==> src/design/kfa_pkg.sv <==
// Shared types, field widths and codes for the keyframe animation stepper.
package kfa_pkg;

  localparam int TIME_W        = 31;
  localparam int STAMP_W       = 32;
  localparam int SCALE_W       = 16;
  localparam int FRAME_FIELD_W = 10;
  localparam int WEIGHT_W      = 17;
  localparam int PERIOD_W      = 16;
  localparam int FLAGS_W       = 2;
  localparam int CFG_IDX_W     = 3;
  localparam int CFG_DATA_W    = 31;

  localparam int DVD_W   = 64;
  localparam int DSR_W   = 32;
  localparam int QUO_W   = 32;
  localparam int LEN_W   = 7;
  localparam int PROD_W  = 48;
  localparam int SCALED_W = 40;
  localparam int FIDX_W  = 12;

  localparam logic [LEN_W-1:0] DIV_LEN  = 7'd32;
  localparam logic [LEN_W-1:0] MODL_LEN = 7'd40;
  localparam logic [LEN_W-1:0] MODF_LEN = 7'd64;
  localparam logic [LEN_W-1:0] WDIV_LEN = 7'd16;

  localparam logic [STAMP_W-1:0]  LOOKAHEAD_MS = 32'd200;
  localparam logic [WEIGHT_W-1:0] WEIGHT_ONE   = 17'h10000;

  localparam logic [CFG_IDX_W-1:0] REG_ENABLE = 3'd0;
  localparam logic [CFG_IDX_W-1:0] REG_FIRST  = 3'd1;
  localparam logic [CFG_IDX_W-1:0] REG_COUNT  = 3'd2;
  localparam logic [CFG_IDX_W-1:0] REG_LOOP   = 3'd3;
  localparam logic [CFG_IDX_W-1:0] REG_PERIOD = 3'd4;
  localparam logic [CFG_IDX_W-1:0] REG_FLAGS  = 3'd5;
  localparam logic [CFG_IDX_W-1:0] REG_START  = 3'd6;

  typedef struct packed {
    logic [TIME_W-1:0]  now_ms;
    logic [SCALE_W-1:0] speed_scale;
  } step_req_t;

  typedef struct packed {
    logic [FRAME_FIELD_W-1:0] shown_frame;
    logic [FRAME_FIELD_W-1:0] earlier_frame;
    logic [WEIGHT_W-1:0]      blend_weight;
    logic                     advanced;
  } pose_req_t;

  typedef struct packed {
    logic              start;
    logic [DVD_W-1:0]  dividend;
    logic [LEN_W-1:0]  len;
    logic [DSR_W-1:0]  divisor;
    logic [DSR_W-1:0]  rem_init;
  } div_cmd_t;

  typedef struct packed {
    logic              done;
    logic [QUO_W-1:0]  quotient;
    logic [DSR_W-1:0]  remainder;
  } div_res_t;

  typedef struct packed {
    logic               start;
    logic [QUO_W-1:0]   multiplier;
    logic [SCALE_W-1:0] multiplicand;
  } mul_cmd_t;

  typedef struct packed {
    logic              done;
    logic [PROD_W-1:0] product;
  } mul_res_t;

endpackage

==> src/design/kfa_stream_if.sv <==
// Valid/ready stream interface carrying one request payload.
interface kfa_stream_if #(
  parameter type T = logic
) ();
  logic valid;
  logic ready;
  T     data;

  modport source (output valid, output data, input ready);
  modport sink (input valid, input data, output ready);
endinterface

==> src/design/kfa_serial_div.sv <==
// Bit-serial restoring divider shared by the frame division, the two modulo steps and the weight division.
module kfa_serial_div (
  input  logic               clk,
  input  logic               rst,
  input  kfa_pkg::div_cmd_t  cmd,
  output kfa_pkg::div_res_t  res
);
  import kfa_pkg::*;

  logic [DVD_W-1:0] dvd;
  logic [DSR_W-1:0] dsr;
  logic [DSR_W-1:0] rem;
  logic [QUO_W-1:0] quo;
  logic [LEN_W-1:0] cnt;
  logic             busy;
  logic             done;

  logic [DSR_W:0] trial;
  logic [DSR_W:0] diff;
  logic           ge;

  assign trial = {rem, dvd[DVD_W-1]};
  assign ge    = trial >= {1'b0, dsr};
  assign diff  = trial - {1'b0, dsr};

  always_ff @(posedge clk) begin
    if (rst) begin
      busy <= 1'b0;
      done <= 1'b0;
      cnt  <= '0;
    end else begin
      done <= 1'b0;
      if (cmd.start) begin
        busy <= 1'b1;
        cnt  <= cmd.len;
        dvd  <= cmd.dividend;
        dsr  <= cmd.divisor;
        rem  <= cmd.rem_init;
        quo  <= '0;
      end else if (busy) begin
        dvd <= {dvd[DVD_W-2:0], 1'b0};
        rem <= ge ? diff[DSR_W-1:0] : trial[DSR_W-1:0];
        quo <= {quo[QUO_W-2:0], ge};
        cnt <= cnt - 1'b1;
        if (cnt == LEN_W'(1)) begin
          busy <= 1'b0;
          done <= 1'b1;
        end
      end
    end
  end

  assign res.done      = done;
  assign res.quotient  = quo;
  assign res.remainder = rem;
endmodule

==> src/design/kfa_serial_mul.sv <==
// Shift-add multiplier taking one multiplier bit per cycle.
module kfa_serial_mul (
  input  logic               clk,
  input  logic               rst,
  input  kfa_pkg::mul_cmd_t  cmd,
  output kfa_pkg::mul_res_t  res
);
  import kfa_pkg::*;

  localparam int CNT_W = $clog2(QUO_W);

  logic [SCALE_W-1:0] mcand;
  logic [SCALE_W-1:0] hi;
  logic [QUO_W-1:0]   lo;
  logic [CNT_W-1:0]   cnt;
  logic               busy;
  logic               done;
  logic [SCALE_W:0]   sum;

  assign sum = {1'b0, hi} + (lo[0] ? {1'b0, mcand} : '0);

  always_ff @(posedge clk) begin
    if (rst) begin
      busy <= 1'b0;
      done <= 1'b0;
      cnt  <= '0;
    end else begin
      done <= 1'b0;
      if (cmd.start) begin
        busy  <= 1'b1;
        cnt   <= CNT_W'(QUO_W - 1);
        mcand <= cmd.multiplicand;
        hi    <= '0;
        lo    <= cmd.multiplier;
      end else if (busy) begin
        hi  <= sum[SCALE_W:1];
        lo  <= {sum[0], lo[QUO_W-1:1]};
        cnt <= cnt - 1'b1;
        if (cnt == '0) begin
          busy <= 1'b0;
          done <= 1'b1;
        end
      end
    end
  end

  assign res.done    = done;
  assign res.product = {hi, lo};
endmodule

==> src/design/keyframe_animation_stepper.sv <==
// Top level of the keyframe animation stepper: registers, sequencer and frame state.
//
//   Channel  Role    Payload
//   step     input   now_ms, speed_scale
//   pose     output  shown_frame, earlier_frame, blend_weight, advanced
//   cfg_*    write   seven registers, index 0 to 6
//
// One request is worked on at a time; step.ready is high only while the sequencer is idle.
// A disabled or zero-period request goes straight to the done state, a step without a
// frame change runs the clamp and weight states and may use the serial divider for the
// weight, and a frame change also runs the serial multiplier and uses the divider for
// the frame offset and the two modulo steps. The result sits in an output register, so
// the next request is taken while it waits. Reset is synchronous.
module keyframe_animation_stepper #(
  parameter int FRAME_BITS = 10
) (
  input  logic                           clk,
  input  logic                           rst,
  input  logic                           cfg_write,
  input  logic [kfa_pkg::CFG_IDX_W-1:0]  cfg_index,
  input  logic [kfa_pkg::CFG_DATA_W-1:0] cfg_data,
  kfa_stream_if.sink                     step,
  kfa_stream_if.source                   pose
);
  import kfa_pkg::*;

  localparam int EW = (FRAME_BITS > FIDX_W) ? FRAME_BITS : FIDX_W;

  localparam logic [3:0] S_IDLE   = 4'd0;
  localparam logic [3:0] S_DECIDE = 4'd1;
  localparam logic [3:0] S_DSET   = 4'd2;
  localparam logic [3:0] S_DIV    = 4'd3;
  localparam logic [3:0] S_MUL    = 4'd4;
  localparam logic [3:0] S_RANGE  = 4'd5;
  localparam logic [3:0] S_MODL   = 4'd6;
  localparam logic [3:0] S_PICK   = 4'd7;
  localparam logic [3:0] S_MODF   = 4'd8;
  localparam logic [3:0] S_FIN    = 4'd9;
  localparam logic [3:0] S_CLAMP  = 4'd10;
  localparam logic [3:0] S_WSET   = 4'd11;
  localparam logic [3:0] S_WCMP   = 4'd12;
  localparam logic [3:0] S_WDIV   = 4'd13;
  localparam logic [3:0] S_DONE   = 4'd14;

  logic                     anim_enable;
  logic [FRAME_FIELD_W-1:0] first_frame;
  logic [FRAME_FIELD_W-1:0] frame_count;
  logic [FRAME_FIELD_W-1:0] loop_count;
  logic [PERIOD_W-1:0]      frame_period;
  logic [FLAGS_W-1:0]       play_flags;
  logic [TIME_W-1:0]        seq_start_time;

  logic [3:0]            state;
  logic [TIME_W-1:0]     now_r;
  logic [SCALE_W-1:0]    scale_r;
  logic [FRAME_BITS-1:0] cur_frame;
  logic [FRAME_BITS-1:0] prev_frame;
  logic [STAMP_W-1:0]    next_time;
  logic [STAMP_W-1:0]    prev_time;
  logic [STAMP_W-1:0]    ft_r;
  logic [STAMP_W-1:0]    num_r;
  logic [STAMP_W-1:0]    den_r;
  logic signed [FIDX_W-1:0] f_r;
  logic [WEIGHT_W-1:0]   weight_r;
  logic                  adv_r;
  logic                  pose_valid;
  pose_req_t             pose_data;

  div_cmd_t div_cmd;
  div_res_t div_res;
  mul_cmd_t mul_cmd;
  mul_res_t mul_res;

  logic [STAMP_W-1:0]    now_w;
  logic [STAMP_W-1:0]    now_la;
  logic [STAMP_W:0]      diff33;
  logic                  diff_pos;
  logic [SCALED_W-1:0]   p40;
  logic [FRAME_FIELD_W:0] nf11;
  logic                  p_ge;
  logic [SCALED_W-1:0]   p2;
  logic                  flip_hit;
  logic [EW-1:0]         first_e;
  logic [EW-1:0]         base_e;
  logic [EW-1:0]         f_e;
  logic [EW-1:0]         rem_e;
  logic [EW-1:0]         rev_frame;
  logic [EW-1:0]         fwd_frame;
  logic [EW-1:0]         modf_frame;

  kfa_serial_div u_div (
    .clk (clk),
    .rst (rst),
    .cmd (div_cmd),
    .res (div_res)
  );

  kfa_serial_mul u_mul (
    .clk (clk),
    .rst (rst),
    .cmd (mul_cmd),
    .res (mul_res)
  );

  assign now_w    = {1'b0, now_r};
  assign now_la   = now_w + LOOKAHEAD_MS;
  assign diff33   = {1'b0, ft_r} - {2'b0, seq_start_time};
  assign diff_pos = !diff33[STAMP_W] && (diff33 != '0);
  assign p40      = mul_res.product[PROD_W-1:PROD_W-SCALED_W];
  assign nf11     = play_flags[1] ? {frame_count, 1'b0} : {1'b0, frame_count};
  assign p_ge     = p40 >= SCALED_W'(nf11);
  assign p2       = p40 - SCALED_W'(nf11);
  assign flip_hit = f_r[FIDX_W-1] || (f_r[FIDX_W-2:0] >= {1'b0, frame_count});

  assign first_e    = EW'(first_frame);
  assign base_e     = first_e + EW'(frame_count) - EW'(1);
  assign f_e        = EW'(f_r);
  assign rem_e      = EW'(div_res.remainder[FRAME_FIELD_W-1:0]);
  assign rev_frame  = base_e - f_e;
  assign fwd_frame  = first_e + f_e;
  assign modf_frame = base_e - rem_e;

  always_comb begin
    div_cmd = '0;
    case (state)
      S_DSET: begin
        div_cmd.start    = 1'b1;
        div_cmd.dividend = {(diff_pos ? diff33[STAMP_W-1:0] : '0), {(DVD_W-STAMP_W){1'b0}}};
        div_cmd.len      = DIV_LEN;
        div_cmd.divisor  = DSR_W'(frame_period);
      end
      S_RANGE: begin
        if (p_ge && loop_count != '0) begin
          div_cmd.start    = 1'b1;
          div_cmd.dividend = {p2, {(DVD_W-SCALED_W){1'b0}}};
          div_cmd.len      = MODL_LEN;
          div_cmd.divisor  = DSR_W'(loop_count);
        end
      end
      S_PICK: begin
        if (!play_flags[0] && play_flags[1] && flip_hit && frame_count != '0) begin
          div_cmd.start    = 1'b1;
          div_cmd.dividend = DVD_W'(f_r);
          div_cmd.len      = MODF_LEN;
          div_cmd.divisor  = DSR_W'(frame_count);
        end
      end
      S_WCMP: begin
        if (num_r != '0 && num_r < den_r) begin
          div_cmd.start    = 1'b1;
          div_cmd.len      = WDIV_LEN;
          div_cmd.divisor  = den_r;
          div_cmd.rem_init = num_r;
        end
      end
      default: begin
        div_cmd = '0;
      end
    endcase
  end

  always_comb begin
    mul_cmd.start        = (state == S_DIV) && div_res.done;
    mul_cmd.multiplier   = div_res.quotient;
    mul_cmd.multiplicand = scale_r;
  end

  always_ff @(posedge clk) begin
    if (rst) begin
      anim_enable    <= 1'b1;
      first_frame    <= '0;
      frame_count    <= FRAME_FIELD_W'(1);
      loop_count     <= '0;
      frame_period   <= '0;
      play_flags     <= '0;
      seq_start_time <= '0;
    end else if (cfg_write) begin
      case (cfg_index)
        REG_ENABLE: anim_enable    <= cfg_data[0];
        REG_FIRST:  first_frame    <= cfg_data[FRAME_FIELD_W-1:0];
        REG_COUNT:  frame_count    <= cfg_data[FRAME_FIELD_W-1:0];
        REG_LOOP:   loop_count     <= cfg_data[FRAME_FIELD_W-1:0];
        REG_PERIOD: frame_period   <= cfg_data[PERIOD_W-1:0];
        REG_FLAGS:  play_flags     <= cfg_data[FLAGS_W-1:0];
        REG_START:  seq_start_time <= cfg_data[TIME_W-1:0];
        default: begin
        end
      endcase
    end
  end

  always_ff @(posedge clk) begin
    if (rst) begin
      state      <= S_IDLE;
      cur_frame  <= '0;
      prev_frame <= '0;
      next_time  <= '0;
      prev_time  <= '0;
      pose_valid <= 1'b0;
    end else begin
      if (state == S_DONE && (!pose_valid || pose.ready)) begin
        pose_valid              <= 1'b1;
        pose_data.shown_frame   <= FRAME_FIELD_W'(cur_frame);
        pose_data.earlier_frame <= FRAME_FIELD_W'(prev_frame);
        pose_data.blend_weight  <= weight_r;
        pose_data.advanced      <= adv_r;
      end else if (pose.ready) begin
        pose_valid <= 1'b0;
      end

      case (state)
        S_IDLE: begin
          if (step.valid) begin
            now_r   <= step.data.now_ms;
            scale_r <= step.data.speed_scale;
            state   <= S_DECIDE;
          end
        end
        S_DECIDE: begin
          weight_r <= '0;
          adv_r    <= 1'b0;
          if (!anim_enable) begin
            cur_frame  <= '0;
            prev_frame <= '0;
            state      <= S_DONE;
          end else if (now_w >= next_time) begin
            prev_frame <= cur_frame;
            prev_time  <= next_time;
            if (frame_period == '0) begin
              state <= S_DONE;
            end else begin
              adv_r <= 1'b1;
              ft_r  <= (now_r < seq_start_time) ? {1'b0, seq_start_time}
                                                : next_time + STAMP_W'(frame_period);
              state <= S_DSET;
            end
          end else begin
            state <= S_CLAMP;
          end
        end
        S_DSET: begin
          state <= S_DIV;
        end
        S_DIV: begin
          if (div_res.done) begin
            state <= S_MUL;
          end
        end
        S_MUL: begin
          if (mul_res.done) begin
            state <= S_RANGE;
          end
        end
        S_RANGE: begin
          if (p_ge) begin
            if (loop_count != '0) begin
              state <= S_MODL;
            end else begin
              f_r   <= {1'b0, nf11} - FIDX_W'(1);
              ft_r  <= now_w;
              state <= S_PICK;
            end
          end else begin
            f_r   <= p40[FIDX_W-1:0];
            state <= S_PICK;
          end
        end
        S_MODL: begin
          if (div_res.done) begin
            f_r   <= {2'b0, div_res.remainder[FRAME_FIELD_W-1:0]}
                     + {2'b0, frame_count} - {2'b0, loop_count};
            state <= S_PICK;
          end
        end
        S_PICK: begin
          if (play_flags[0]) begin
            cur_frame <= rev_frame[FRAME_BITS-1:0];
            state     <= S_FIN;
          end else if (play_flags[1] && flip_hit) begin
            if (frame_count == '0) begin
              cur_frame <= base_e[FRAME_BITS-1:0];
              state     <= S_FIN;
            end else begin
              state <= S_MODF;
            end
          end else begin
            cur_frame <= fwd_frame[FRAME_BITS-1:0];
            state     <= S_FIN;
          end
        end
        S_MODF: begin
          if (div_res.done) begin
            cur_frame <= modf_frame[FRAME_BITS-1:0];
            state     <= S_FIN;
          end
        end
        S_FIN: begin
          next_time <= (ft_r < now_w) ? now_w : ft_r;
          state     <= S_CLAMP;
        end
        S_CLAMP: begin
          if (next_time > now_la) begin
            next_time <= now_w;
          end
          if (prev_time > now_w) begin
            prev_time <= now_w;
          end
          state <= S_WSET;
        end
        S_WSET: begin
          if (next_time == prev_time) begin
            state <= S_DONE;
          end else begin
            num_r <= now_w - prev_time;
            den_r <= next_time - prev_time;
            state <= S_WCMP;
          end
        end
        S_WCMP: begin
          if (num_r == '0) begin
            weight_r <= WEIGHT_ONE;
            state    <= S_DONE;
          end else if (num_r >= den_r) begin
            weight_r <= '0;
            state    <= S_DONE;
          end else begin
            state <= S_WDIV;
          end
        end
        S_WDIV: begin
          if (div_res.done) begin
            weight_r <= WEIGHT_ONE - WEIGHT_W'(div_res.quotient[WDIV_LEN-1:0]);
            state    <= S_DONE;
          end
        end
        S_DONE: begin
          if (!pose_valid || pose.ready) begin
            state <= S_IDLE;
          end
        end
        default: begin
          state <= S_IDLE;
        end
      endcase
    end
  end

  assign step.ready = (state == S_IDLE);
  assign pose.valid = pose_valid;
  assign pose.data  = pose_data;
endmodule

==> src/flat_wrapper.sv <==
// flat-port wrapper written by rule: the top's interface ports become plain ports
module keyframe_animation_stepper_flat import kfa_pkg::*;
#(
  parameter int FRAME_BITS = 10
)
  (clk, rst, cfg_write, cfg_index, cfg_data, step_valid, step_data, step_ready, pose_valid, pose_data, pose_ready);
  kfa_stream_if #(.T(step_req_t)) step_i ();
  kfa_stream_if #(.T(pose_req_t)) pose_i ();
  input  logic clk;
  input  logic rst;
  input  logic cfg_write;
  input  logic [kfa_pkg::CFG_IDX_W-1:0] cfg_index;
  input  logic [kfa_pkg::CFG_DATA_W-1:0] cfg_data;
  input wire logic [$bits(step_i.valid)-1:0] step_valid;
  input wire logic [$bits(step_i.data)-1:0] step_data;
  output wire logic [$bits(step_i.ready)-1:0] step_ready;
  output wire logic [$bits(pose_i.valid)-1:0] pose_valid;
  output wire logic [$bits(pose_i.data)-1:0] pose_data;
  input wire logic [$bits(pose_i.ready)-1:0] pose_ready;
  assign step_i.valid = step_valid;
  assign step_i.data = step_data;
  assign step_ready = step_i.ready;
  assign pose_valid = pose_i.valid;
  assign pose_data = pose_i.data;
  assign pose_i.ready = pose_ready;
  keyframe_animation_stepper #(.FRAME_BITS(FRAME_BITS)) u_core (.clk(clk), .rst(rst), .cfg_write(cfg_write), .cfg_index(cfg_index), .cfg_data(cfg_data), .step(step_i), .pose(pose_i));
endmodule
==> config.mk <==
export PLATFORM = sky130hd
export DESIGN_NAME = keyframe_animation_stepper_flat
export DESIGN_NICKNAME = d
export VERILOG_FILES = /design/src/design/kfa_pkg.sv /design/src/design/kfa_stream_if.sv /design/src/design/kfa_serial_div.sv /design/src/design/kfa_serial_mul.sv /design/src/design/keyframe_animation_stepper.sv /design/src/flat_wrapper.sv
export SDC_FILE = /design/constraint.sdc
export NUM_CORES = 2
export LEC_CHECK = 0
export BUFFER_PORTS_ARGS = -buffer_cell sky130_fd_sc_hd__buf_4
export CELL_PAD_IN_SITES_DETAIL_PLACEMENT = 0
export CELL_PAD_IN_SITES_GLOBAL_PLACEMENT = 1
export CORE_MARGIN = 2
export CORE_UTILIZATION = 25
export CTS_CLUSTER_SIZE = 24
export DETAILED_ROUTE_END_ITERATION = 6
export GPL_TIMING_DRIVEN = 1
export HOLD_SLACK_MARGIN = 0.12
export PLACE_DENSITY = 0.57
export SETUP_SLACK_MARGIN = 0.02
export SYNTH_ARGS = -nofsm -noshare
export SYNTH_HDL_FRONTEND = slang
export SYNTH_HIERARCHICAL = 1
export SYNTH_SLANG_ARGS = --single-unit
==> constraint.sdc <==
create_clock -name clk -period 10.9 [get_ports clk]
set_input_delay 1.635 -clock clk [delete_from_list [all_inputs] [get_ports clk]]
set_output_delay 1.635 -clock clk [all_outputs]
set_load 0.005 [all_outputs]
==> flow_summary.ini <==
[run_status]
status = complete, but fails checks
violations = DRC

[grt]
use_met1_pct = 21.44
grt.total_usage_pct = 16.37
use_met3_pct = 2.056
grt_pass1_vias = 31993
grt_max_degree = 90
grt.busiest_layer = met2
overflow = 0
gr-usage-met2_pct = 27.12
antenna_found_initial = 1
grt_pass1_wl_um = 208000

[synth]
synth.cell_area_sq_um = 41620
syn_avg_cell_area_sq_um = 9.658
synth.distinct_cells = 103
synth_seq_cells = 620
synthCells = 4309
ys_seq_area_share_pct = 40.29
async_reset_ff_share_pct = 0
yosysWarnings = 6
synth_flop_cell = edfxtp_1
synth-edff-count = 435

[critical_path]
end_kind = flip-flop
path_buf_inv = 3
crit_required_ns = 11.29
max_stage_delay_ns = 0.94
critPathTopFamily = compound AO/OA/AOI/OAI gates
crit_slowest_cell = dfxtp_1
path_class = flip-flop to flip-flop
crit_path_start_kind = flip-flop
arrival_ns = 6.57
cp_max_fo = 89
crit_chain = mux2i_1 > fa_1 > a21o_1 > a21oi_1 > o21bai_1 > a21oi_1 > o21bai_1 > a21oi_1 > o211ai_1 > buf_4 > nand3_1 > buf_4 > nand2_1 > or3_4 > buf_4 > nor2_1 > nand3_1 > mux2i_1 > a221oi_2

[worst_hold_path]
hold_class = flip-flop to flip-flop

[clocking]
post_cts_resized = 0
clkSlewWorstSetupHoldPaths_ns = 0.06
clk-insertion-delay-late_ns = 0.70
post_cts_buffers = 0
cts_htree_levels = 3
cts_hold_buffers = 0
cts_num_sinks = 620
cts_buffers = 75
root_buffer = clkbuf_16
cts_tree = done
cts.path.max_buffers = 3

[power]
total_power_mw = 8.665
switchingPower_mw = 3.038
powerDensity_nw_per_um2 = 181.6
swShare_pct = 35.06
peakVddDrop_v = 0.0001690
p_int_mw = 5.628
p_clk_share_pct = 31.0
seq_power_share_pct = 36.4
p_leak_nw = 18.43
combPwrFrac_pct = 32.6

[detailed_routing]
wl_per_cell_um = 21.26
dr.pass1.iters = 7
vias = 32094
dr.first_iter.drc_count = 2399
drc = 2
wirelength_um = 141300
viasPerCell = 4.831
antenna_left = 0

[timing]
max_slew_margin_pct = 23.51
skew_ns = 0.03915
worst_pin_slew_ns = 1.147
hold_viol_final = 0
fmax_mhz = 161.7
min_period_over_period_pct = 56.75
grt_setup_unrepaired = no
setup_viol = 0
finalCriticalPeriod_ns = 6.186
finalMaxSlewViolations = 0
timing.hold.ws_ns = 0.4174
tns_ns = 0

[place]
post_dp_cell_area_sq_um = 45120
dpl.hpwl_um = 109900
placed_cells = 6505
port_buffers = 125
place.gp.congestion = 0.8544

[job]
drv_cap = 0

[die]
die_y_um = 412.0
die_area_sq_um = 169700
core_area_sq_um = 165200
ios = 126
rows = 149
die_w_um = 412.0
initial_core_util_pct = 25.20

[final_layout]
final_nets = 4896
drive_gt1_share_pct = 10.62
syn_to_final_growth_pct = 14.67
diodes = 0
final_cell_area_sq_um = 47720
finalNonFillerCells = 6644
==> final timing paths <==
check	startpoint	end	cells after the start	slack [ns]
worst max-delay path	u_core/play_flags[1]	u_core/u_div/rem[24]	19	4.71
worst min-delay path	u_core/adv_r	u_core/pose.data[0]	0	0.42
worst max register to register	u_core/play_flags[1]	u_core/u_div/rem[24]	19	4.71
worst min register to register	u_core/adv_r	u_core/pose.data[0]	0	0.42
==> layout make-up <==
| type | instances | area [sq um] |
|---|---|---|
| Fill cell | 17586 | 117500 |
| Sequential cell | 620 | 16770 |
| Multi-Input combinational cell | 3163 | 22950 |
| Clock inverter | 55 | 655.6 |
| Inverter | 358 | 1344 |
| Tap cell | 2189 | 2739 |
| Timing Repair Buffer | 175 | 1320 |
| Clock buffer | 84 | 1952 |
==> state kept, by name (all words and copies together) (netlist names), 12 cells and up <==
name,count
u_core/frame_period,16
u_core/weight_r,17
u_core/den_r,32
u_core/num_r,32
u_core/scale_r,16
u_core/u_div/quo,32
u_core/pose.data,38
u_core/u_div/dsr,32
u_core/ft_r,32
u_core/next_time,32
u_core/u_mul/hi,16
u_core/f_e,12
u_core/u_div/rem,32
u_core/u_mul/mcand,16
u_core/prev_time,32
u_core/now_r,31
u_core/u_mul/lo,32
u_core/seq_start_time,31
u_core/u_div/dvd,64
==> power by group through the flow <==
| stage | clock network [mW] | logic (mW) | registers, mW |
|---|---|---|---|
| 2_1_floorplan | 0 | 2.09 | 3.10 |
| 3_3_place_gp | 0 | 2.79 | 3.20 |
| 3_5_place_dp | 0 | 2.82 | 3.20 |
| 4_1_cts | 2.77 | 2.83 | 3.16 |
| 5_1_grt | 2.85 | 3.12 | 3.18 |
| 6_report | 2.69 | 2.82 | 3.16 |
==> kinds of logic after synthesis <==
| family | share of synthesized area, % |
|---|---|
| other | 0.009011 |
| and+or+nand+nor | 13.69 |
| xor gates and xnor gates | 5.745 |
| DFF | 40.29 |
| muxes | 5.351 |
| buffers and inverters | 4.946 |
| AOI/OAI and AO/OA | 17.06 |
| adders and majority gates | 12.92 |
==> worst register-to-register path: cells and delay by family, from the launching register on <==
family	cells	cell delay [ns]
compound gates	8	1.40
fa+ha+maj	1	0.50
buf+inv	3	1.20
flops	1	0.94
mux	2	0.52
simple gates	5	1.35
==> through the flow <==
stage                     utilization, %  setup WS (ns)
after floorplan                        -          1.311
after global placement             27.31          4.736
after detailed placement           27.31          4.741
after CTS                          28.89          4.742
after global routing               28.89          4.213
final                              28.89          4.714
==> synthesized netlist by cell type, types with 10 or more instances <==
library cell	number	area, sq um
a211oi_1	55	412.9
a21o_1	128	960.9
a21oi_1	347	1737
a222oi_1	10	100.1
a22oi_1	44	330.3
a31oi_1	23	143.9
and2_1	36	225.2
and3_1	69	431.7
buf_2	22	110.1
clkbuf_1	134	503.0
dfxtp_1	185	3704
edfxtp_1	435	13060
fa_1	21	420.4
ha_1	396	4955
inv_1	356	1336
mux2_2	104	1171
mux2i_1	104	1041
nand2_1	366	1374
nand2b_1	52	325.3
nand3_1	77	385.4
nand4_1	50	312.8
nor2_1	277	1040
nor2b_1	78	488.0
nor3_1	61	305.3
nor4_1	51	319.1
o211ai_1	26	195.2
o21a_1	29	217.7
o21ai_0	173	865.8
o21ai_1	25	125.1
o21bai_1	27	202.7
o221ai_1	29	254.0
o2bb2ai_1	33	289.0
o31ai_1	10	75.07
or3_1	14	87.58
xnor2_1	176	1541
xor2_1	97	849.6
==> layout by cell type (no fill, tap or decap), types with 11 or more instances in the layout <==
| master | n |
|---|---|
| a211oi_1 | 54 |
| a21o_1 | 128 |
| a21oi_1 | 347 |
| a22oi_1 | 44 |
| a31oi_1 | 23 |
| and2_1 | 36 |
| and3_1 | 69 |
| buf_4 | 174 |
| bufinv_16 | 11 |
| clkbuf_16 | 76 |
| clkinv_2 | 15 |
| dfxtp_1 | 185 |
| edfxtp_1 | 435 |
| fa_1 | 21 |
| ha_1 | 396 |
| inv_1 | 356 |
| mux2_2 | 104 |
| mux2i_1 | 104 |
| nand2_1 | 365 |
| nand2b_1 | 52 |
| nand3_1 | 77 |
| nand4_1 | 50 |
| nor2_1 | 272 |
| nor2b_1 | 77 |
| nor3_1 | 56 |
| nor4_1 | 48 |
| o211ai_1 | 26 |
| o21a_1 | 28 |
| o21ai_0 | 173 |
| o21ai_1 | 25 |
| o21bai_1 | 27 |
| o221ai_1 | 29 |
| o2bb2ai_1 | 33 |
| or3_1 | 13 |
| xnor2_1 | 176 |
| xor2_1 | 97 |
==> metal layers <==
layer  up-vias  share of wire, %
li1      15839                 -
met1     15486                46
met2       598                46
met3       171               3.9
met4         0               3.9
met5         -                 0
(Power assumes the default switching activity.)
